==> config.mk <==
export PLATFORM = sky130hd
export DESIGN_NAME = wifi_frame_target_mac_filter
export DESIGN_NICKNAME = d
export VERILOG_FILES = /design/src/rtl/core/wtmf_pkg.sv /design/src/rtl/core/wtmf_ctrl.sv /design/src/rtl/core/wtmf_dpath.sv /design/src/rtl/core/wifi_frame_target_mac_filter.sv
export SDC_FILE = /design/constraint.sdc
export NUM_CORES = 1
export LEC_CHECK = 0
export BUFFER_PORTS_ARGS = -buffer_cell sky130_fd_sc_hd__buf_2
export CAP_MARGIN = 40
export CORE_AREA = 2 2 247 249
export CTS_CLUSTER_DIAMETER = 150
export DETAILED_ROUTE_END_ITERATION = 10
export DIE_AREA = 0 0 249 251
export PLACE_DENSITY = 0.84
export SETUP_SLACK_MARGIN = 0.05
export SLEW_MARGIN = 10
export SYNTH_ARGS = -nofsm -noshare
export SYNTH_HDL_FRONTEND = slang
export SYNTH_SLANG_ARGS = --single-unit
==> constraint.sdc <==
create_clock -name clk -period 9.86 [get_ports clk]
set_input_delay 1.479 -clock clk [delete_from_list [all_inputs] [get_ports clk]]
set_output_delay 1.479 -clock clk [all_outputs]
set_load 0.005 [all_outputs]
==> src/rtl/core/wtmf_pkg.sv <==
package wtmf_pkg;

	// request codes
	typedef enum logic [1:0] {
		REQ_CHECK  = 2'd0,
		REQ_ADD    = 2'd1,
		REQ_REMOVE = 2'd2
	} req_code_t;

	// result status codes
	typedef enum logic [2:0] {
		STAT_NO_HIT    = 3'd0,
		STAT_HIT       = 3'd1,
		STAT_IGNORED   = 3'd2,
		STAT_ADDED     = 3'd3,
		STAT_PRESENT   = 3'd4,
		STAT_FULL      = 3'd5,
		STAT_REMOVED   = 3'd6,
		STAT_NOT_FOUND = 3'd7
	} stat_code_t;

	// hit path codes
	localparam logic KIND_BEACON = 1'b0;
	localparam logic KIND_OTHER  = 1'b1;

	// frame header decode constants
	localparam logic [15:0] CHECK_LEN     = 16'd128;
	localparam logic [1:0]  FT_MGMT       = 2'd0;
	localparam logic [3:0]  SUB_BEACON    = 4'd8;
	localparam logic [3:0]  SUB_PROBE_RSP = 4'd5;
	localparam logic [1:0]  DS_FROM_AP    = 2'd2;
	localparam logic [1:0]  DS_WDS        = 2'd3;

	typedef enum logic [1:0] {
		S_IDLE,
		S_SCAN,
		S_DRAIN,
		S_FINISH
	} state_t;

	typedef struct packed {
		logic [1:0]        req_type;
		logic [47:0]       target_mac;
		logic [15:0]       frame_length;
		logic [7:0]        frame_control;
		logic [7:0]        frame_flags;
		logic [47:0]       addr_one;
		logic [47:0]       addr_two;
		logic [47:0]       addr_three;
		logic signed [7:0] rssi;
		logic [3:0]        rx_channel;
	} wtmf_req_t;

	typedef struct packed {
		logic [2:0]        status;
		logic              hit_kind;
		logic [47:0]       matched_mac;
		logic signed [7:0] rssi_out;
		logic [3:0]        channel_out;
	} wtmf_rsp_t;

	// controller to datapath
	typedef struct packed {
		logic load;
		logic issue;
		logic finish;
	} wtmf_cmd_t;

	// datapath to controller
	typedef struct packed {
		logic scan_last;
	} wtmf_sts_t;

endpackage

==> src/rtl/core/wtmf_ctrl.sv <==
module wtmf_ctrl
	import wtmf_pkg::*;
(
	input  logic      clk,
	input  logic      arst_n,
	input  logic      start,
	input  wtmf_sts_t sts,
	output wtmf_cmd_t cmd,
	output logic      busy
);

	state_t state_q;
	state_t state_d;

	// hold state
	always_ff @(posedge clk or negedge arst_n) begin
		if (!arst_n) begin
			state_q <= S_IDLE;
		end else begin
			state_q <= state_d;
		end
	end

	// sequence: load, scan every slot, drain the read stage, commit
	always_comb begin
		state_d = state_q;
		cmd     = '0;
		busy    = 1'b1;
		case (state_q)
			S_IDLE: begin
				busy = 1'b0;
				if (start) begin
					cmd.load = 1'b1;
					state_d  = S_SCAN;
				end
			end
			S_SCAN: begin
				cmd.issue = 1'b1;
				if (sts.scan_last) begin
					state_d = S_DRAIN;
				end
			end
			S_DRAIN: begin
				state_d = S_FINISH;
			end
			S_FINISH: begin
				cmd.finish = 1'b1;
				state_d    = S_IDLE;
			end
			default: begin
				state_d = S_IDLE;
			end
		endcase
	end

endmodule

==> src/rtl/core/wtmf_dpath.sv <==
module wtmf_dpath
	import wtmf_pkg::*;
#(
	parameter int MAX_TARGETS = 16
) (
	input  logic      clk,
	input  logic      arst_n,
	input  wtmf_cmd_t cmd,
	input  wtmf_req_t req,
	output wtmf_sts_t sts,
	output wtmf_rsp_t rsp,
	output logic      done
);

	localparam int IDX_W = (MAX_TARGETS > 1) ? $clog2(MAX_TARGETS) : 1;
	localparam logic [IDX_W-1:0] LAST_IDX = IDX_W'(MAX_TARGETS - 1);

	// target table and per-slot valid bits
	logic [47:0]            mem_q [MAX_TARGETS];
	logic [MAX_TARGETS-1:0] valid_q;

	// latched request
	logic [1:0]        req_type_q;
	logic [47:0]       key_q;
	logic              kind_q;
	logic              len_ok_q;
	logic signed [7:0] rssi_q;
	logic [3:0]        chan_q;

	// scan state
	logic [IDX_W-1:0] idx_q;
	logic             act_s1;
	logic             vld_s1;
	logic [IDX_W-1:0] idx_s1;
	logic [47:0]      rd_s1;
	logic             found_q;
	logic [IDX_W-1:0] found_idx_q;
	logic             free_q;
	logic [IDX_W-1:0] free_idx_q;

	// commit decode
	logic [47:0] key_d;
	logic        kind_d;
	logic [1:0]  ftype;
	logic [3:0]  fsub;
	wtmf_rsp_t   rsp_d;
	wtmf_rsp_t   rsp_q;
	logic        done_q;
	logic        mem_we;
	logic        set_vld;
	logic        clr_vld;

	// select the address to look up
	always_comb begin
		ftype  = req.frame_control[3:2];
		fsub   = req.frame_control[7:4];
		key_d  = req.addr_two;
		kind_d = KIND_OTHER;
		if (req.req_type != REQ_CHECK) begin
			key_d = req.target_mac;
		end else if (ftype == FT_MGMT && (fsub == SUB_BEACON || fsub == SUB_PROBE_RSP)) begin
			kind_d = KIND_BEACON;
		end else begin
			case (req.frame_flags[1:0])
				DS_FROM_AP: key_d = req.addr_three;
				DS_WDS:     key_d = req.addr_one;
				default:    key_d = req.addr_two;
			endcase
		end
	end

	// latch the request
	always_ff @(posedge clk) begin
		if (cmd.load) begin
			req_type_q <= req.req_type;
			key_q      <= key_d;
			kind_q     <= kind_d;
			len_ok_q   <= (req.frame_length == CHECK_LEN);
			rssi_q     <= req.rssi;
			chan_q     <= req.rx_channel;
		end
	end

	// table write port
	always_ff @(posedge clk) begin
		if (mem_we) begin
			mem_q[free_idx_q] <= key_q;
		end
	end

	// table read port
	always_ff @(posedge clk) begin
		rd_s1  <= mem_q[idx_q];
		idx_s1 <= idx_q;
	end

	// advance the scan and track first match and first free slot
	always_ff @(posedge clk or negedge arst_n) begin
		if (!arst_n) begin
			idx_q   <= '0;
			act_s1  <= 1'b0;
			vld_s1  <= 1'b0;
			found_q <= 1'b0;
			free_q  <= 1'b0;
		end else begin
			act_s1 <= cmd.issue;
			vld_s1 <= valid_q[idx_q];
			if (cmd.load) begin
				idx_q   <= '0;
				found_q <= 1'b0;
				free_q  <= 1'b0;
			end else begin
				if (cmd.issue && idx_q != LAST_IDX) begin
					idx_q <= idx_q + 1'b1;
				end
				if (act_s1 && vld_s1 && rd_s1 == key_q && !found_q) begin
					found_q <= 1'b1;
				end
				if (act_s1 && !vld_s1 && !free_q) begin
					free_q <= 1'b1;
				end
			end
		end
	end

	// hold the slot numbers of the first match and first free slot
	always_ff @(posedge clk) begin
		if (act_s1 && vld_s1 && rd_s1 == key_q && !found_q) begin
			found_idx_q <= idx_s1;
		end
		if (act_s1 && !vld_s1 && !free_q) begin
			free_idx_q <= idx_s1;
		end
	end

	// decide the result and the table update
	always_comb begin
		rsp_d        = '0;
		rsp_d.status = STAT_IGNORED;
		set_vld      = 1'b0;
		clr_vld      = 1'b0;
		case (req_type_q)
			REQ_ADD: begin
				if (found_q) begin
					rsp_d.status = STAT_PRESENT;
				end else if (free_q) begin
					rsp_d.status = STAT_ADDED;
					set_vld      = 1'b1;
				end else begin
					rsp_d.status = STAT_FULL;
				end
			end
			REQ_REMOVE: begin
				if (found_q) begin
					rsp_d.status = STAT_REMOVED;
					clr_vld      = 1'b1;
				end else begin
					rsp_d.status = STAT_NOT_FOUND;
				end
			end
			REQ_CHECK: begin
				if (len_ok_q) begin
					if (found_q) begin
						rsp_d.status      = STAT_HIT;
						rsp_d.hit_kind    = kind_q;
						rsp_d.matched_mac = key_q;
						rsp_d.rssi_out    = rssi_q;
						rsp_d.channel_out = chan_q;
					end else begin
						rsp_d.status = STAT_NO_HIT;
					end
				end
			end
			default: ;
		endcase
	end

	assign mem_we = cmd.finish && set_vld;

	// update valid bits
	always_ff @(posedge clk or negedge arst_n) begin
		if (!arst_n) begin
			valid_q <= '0;
		end else if (cmd.finish) begin
			if (set_vld) begin
				valid_q[free_idx_q] <= 1'b1;
			end
			if (clr_vld) begin
				valid_q[found_idx_q] <= 1'b0;
			end
		end
	end

	// register the result and its strobe
	always_ff @(posedge clk) begin
		if (cmd.finish) begin
			rsp_q <= rsp_d;
		end
	end

	always_ff @(posedge clk or negedge arst_n) begin
		if (!arst_n) begin
			done_q <= 1'b0;
		end else begin
			done_q <= cmd.finish;
		end
	end

	assign sts.scan_last = (idx_q == LAST_IDX);
	assign rsp           = rsp_q;
	assign done          = done_q;

endmodule

==> src/rtl/core/wifi_frame_target_mac_filter.sv <==
// A request passes through an accept state, a table scan, a drain state and a commit state;
// the scan reads one slot per cycle through the single read port, and the result and its
// strobe are registered at the commit. The block takes no new request until the commit is
// done; a new request may start in the cycle its predecessor's result is shown.
// Reset (arst_n low) empties the table at once; the receiver cannot stall results.
module wifi_frame_target_mac_filter
	import wtmf_pkg::*;
#(
	parameter int MAX_TARGETS = 16
) (
	input  logic      clk,
	input  logic      arst_n,
	input  logic      start,
	output logic      busy,
	input  wtmf_req_t req,
	output logic      done,
	output wtmf_rsp_t rsp
);

	wtmf_cmd_t cmd;
	wtmf_sts_t sts;

	wtmf_ctrl u_ctrl (
		.clk    (clk),
		.arst_n (arst_n),
		.start  (start),
		.sts    (sts),
		.cmd    (cmd),
		.busy   (busy)
	);

	wtmf_dpath #(
		.MAX_TARGETS (MAX_TARGETS)
	) u_dpath (
		.clk    (clk),
		.arst_n (arst_n),
		.cmd    (cmd),
		.req    (req),
		.sts    (sts),
		.rsp    (rsp),
		.done   (done)
	);

endmodule

==> run metrics <==
die height between 200 and 300 um; drt wl/cell about 32 um; die footprint between 0.06 and 0.07 mm2; Nets 2,387; ys async rst share between 2 and 3%; Synth cell types between 40 and 50; commonest non-fill, non-tap cell in the layout edfxtp_1; max_cap viols 0; worst-path maximum fanout 18; htree depth 3; routability cong. 0.8357; Logic pwr share a little under a fifth; dpl cells around 2,800; path depth of the worst reg2reg path 5; final worst path period need 3.917 ns; Num CTS Buffers 92; clock share of power 32.5%; vias in the first global route roughly 21,000; number of vias per cell approximately 6.8; GRT Overall Usage about a third; worst skew pair latency between 0.6 and 0.7 ns; R2R Path Start u_dpath.key_q[40]$_DFFE_PP_; top_reg_cell synth edfxtp_1; Worst Setup End Kind flop; switching power slightly below 0.003 W; CP peak stage delay 0.83 ns; Pleak between 10 and 15 nW; post-route ant nets 0; f_max about 0.26 GHz; worst-path cell chain xnor2_1, nand4_1, nor4_1, nand4_1, nor3_1; Setup Fix Bufs, Post-CTS 0; internal power between 0.008 and 0.009 W; worst r2r dst u_dpath.found_idx_q[1]$_DFFE_PP_; first-pass GRT wire length ~140 mm; WP data required a little over 10 ns; number of clock sinks between 900 and 1,000; status finished, final reports clean; Seq pwr share approximately half; Reg clk slew, reported paths 0.07 ns; Synth Instances approximately 1,800; initial antenna violation count 1; EDFF count, synth about 900; Ant. Diodes 0; Syn. warnings 0; min-delay worst type flop to flop; Slowest cell on crit path nor4_1; syn avg cell area around 21 um2; leading cell types in the layout, fill and taps excluded edfxtp_1 (904), buf_2 (298), mux4_2 (245), clkbuf_16 (93), nand2_1 (59); post-CTS sizing 0; initial DRC count 2,664; Rel. slew slack 33.50%; Hold Buf Count CTS 0; final setup fails 0; Layout area overhead 15.31%; Final Max Slew Viols 0; fillers around 3,100; R2R Setup Slk ~5.9 ns; switching share of power between 20% and 30%; share of cells above drive strength 1 between 30 and 40%; largest net degree at the start of global routing about 120; synthesized net count between 2,000 and 2,500; Final Hold Fails 0; Rows 90; PD cells between 200 and 300 mW/mm2; RSZ-0062 raised after global routing no; Final Cycle Share 39.73%; Clock Skews 0.02525 ns; Remaining DRCs 0; CTS tree done; core area about 0.060 mm2; I/O pin count approximately 310; critical path class flop to flop; port buffer count just under 300; Post-Syn Area around 0.038 mm2; Critical Path AT around 4.2 ns; sequential share of the synthesized area 75.84%; final non-filler cell total approximately 3,000; DRT Wirelength approximately 97 mm; Worst Setup Start Kind flop; Die X-Extent approximately 250 um; CTS root buf clkbuf_16; Tot Pwr roughly 0.011 W; DR vias about 20,000; clk buf depth 3; total grt overflow 0; setup TNS 0 ns; DP HPWL around 51 mm; Slew @ Worst Pin 0.9975 ns; HP Start u_dpath.idx_s1[1]$_DFF_P_; hold endpoint u_dpath.free_idx_q[1]$_DFFE_PP_; first-pass detailed-route iteration total 6; Critical Path Source u_dpath.key_q[40]$_DFFE_PP_; Crit path top cell by count nand4_1; flops & latches, synth 983; Worst IR Drop VDD 0.0002706 V; initial core utilization between 60% and 70%; hold path cells 0; final core occ between 70% and 80%
## synthesized netlist by cell type (all sizes together) (6+ instances only)
master	n	share of area, %
inv	16	0.16
mux2i	49	1.3
a21oi	7	0.092
mux4	245	14
edfxtp	904	71
buf	34	0.69
nand3	6	0.079
nand2b	30	0.49
nand4	16	0.26
ha	6	0.20
o21ai	53	0.70
clkbuf	51	0.50
xnor2	22	0.51
mux2	48	1.4
nor2	32	0.32
xor2	13	0.30
and2	57	0.94
nor4	14	0.23
a2bb2oi	8	0.18
nor3	10	0.13
dfxtp	52	2.7
nand2	59	0.58
dfrtp	27	1.8
## cell type report
class | instances | area (um2) | area share (%)
clock buffer | 114 | 2436 | 5.551
multi-input combinational | 703 | 8841 | 20.15
clock inverter | 54 | 589.3 | 1.343
inverter | 16 | 60.06 | 0.1369
timing repair buffer | 344 | 2102 | 4.790
tap | 782 | 978.4 | 2.230
sequential | 983 | 28880 | 65.80
## power groups by stage
stage | clock (W) | sequential (W) | combinational, W
after detailed placement | 0 | 0.00545 | 0.00205
final | 0.00361 | 0.00539 | 0.00211
after CTS | 0.00363 | 0.00538 | 0.00212
after floorplan | 0 | 0.00530 | 0.00151
after global placement | 0 | 0.00548 | 0.00187
after global routing | 0.00377 | 0.00542 | 0.00222
## critical path: cells and delay by family (launching register included)
kind | cells | cell delay (ns)
DFF | 1 | 0.64
and+or+nand+nor | 4 | 2.38
xor gates and xnor gates | 1 | 0.53
## stage by stage
step | setup slack (ns) | hold slack, ns | area (um2)
after floorplan | 3.244 | 0.3454 | 38060
after CTS | 6.049 | 0.4365 | 43880
after global placement | 5.434 | 0.4108 | 40490
final | 5.943 | 0.4310 | 43880
after global routing | 5.901 | 0.4388 | 43880
after detailed placement | 5.571 | 0.4348 | 40860
## worst max-delay path by stage
stage                     slack (ns)                               end  cells past startpoint
after global placement          5.43        u_dpath.key_q[7]$_DFFE_PP_                      6
after global routing            5.90  u_dpath.found_idx_q[3]$_DFFE_PP_                      5
after floorplan                 3.24     u_dpath.mem_q[0][0]$_DFFE_PP_                      4
after CTS                       6.05  u_dpath.found_idx_q[1]$_DFFE_PP_                      5
after detailed placement        5.57        u_dpath.key_q[7]$_DFFE_PP_                      7
final                           5.94  u_dpath.found_idx_q[1]$_DFFE_PP_                      5
## kinds of logic (layout without fill, tap and decap cells)
| group | after synthesis | after routing | share of synthesized area (%) |
|---|---|---|---|
| flops | 983 | 983 | 75.84 |
| mux | 342 | 342 | 17.21 |
| simple gates | 238 | 238 | 3.317 |
| buf+inv | 101 | 528 | 1.348 |
| compound gates | 82 | 82 | 1.279 |
| xor+xnor | 35 | 35 | 0.8055 |
| fa+ha+maj | 6 | 6 | 0.1973 |
## flip-flops by register name, indices dropped and copies added, names as in the netlist, 8 cells and up
signal / cells
u_dpath.key_q: 48
u_dpath.rsp: 64
u_dpath.rssi_q: 8
u_dpath.mem_q: 768
u_dpath.valid_q: 16
u_dpath.rd_s1: 48
## per-layer routing
metal	track usage, %	vias to the layer above	wire [um]
met3	5.943	299	8897
met1	40.08	10500	33340
met2	53.84	1510	50270
met5	0	-	0
met4	14.91	0	4366
li1	-	8043	-
Power figures use the tool's default switching activity.
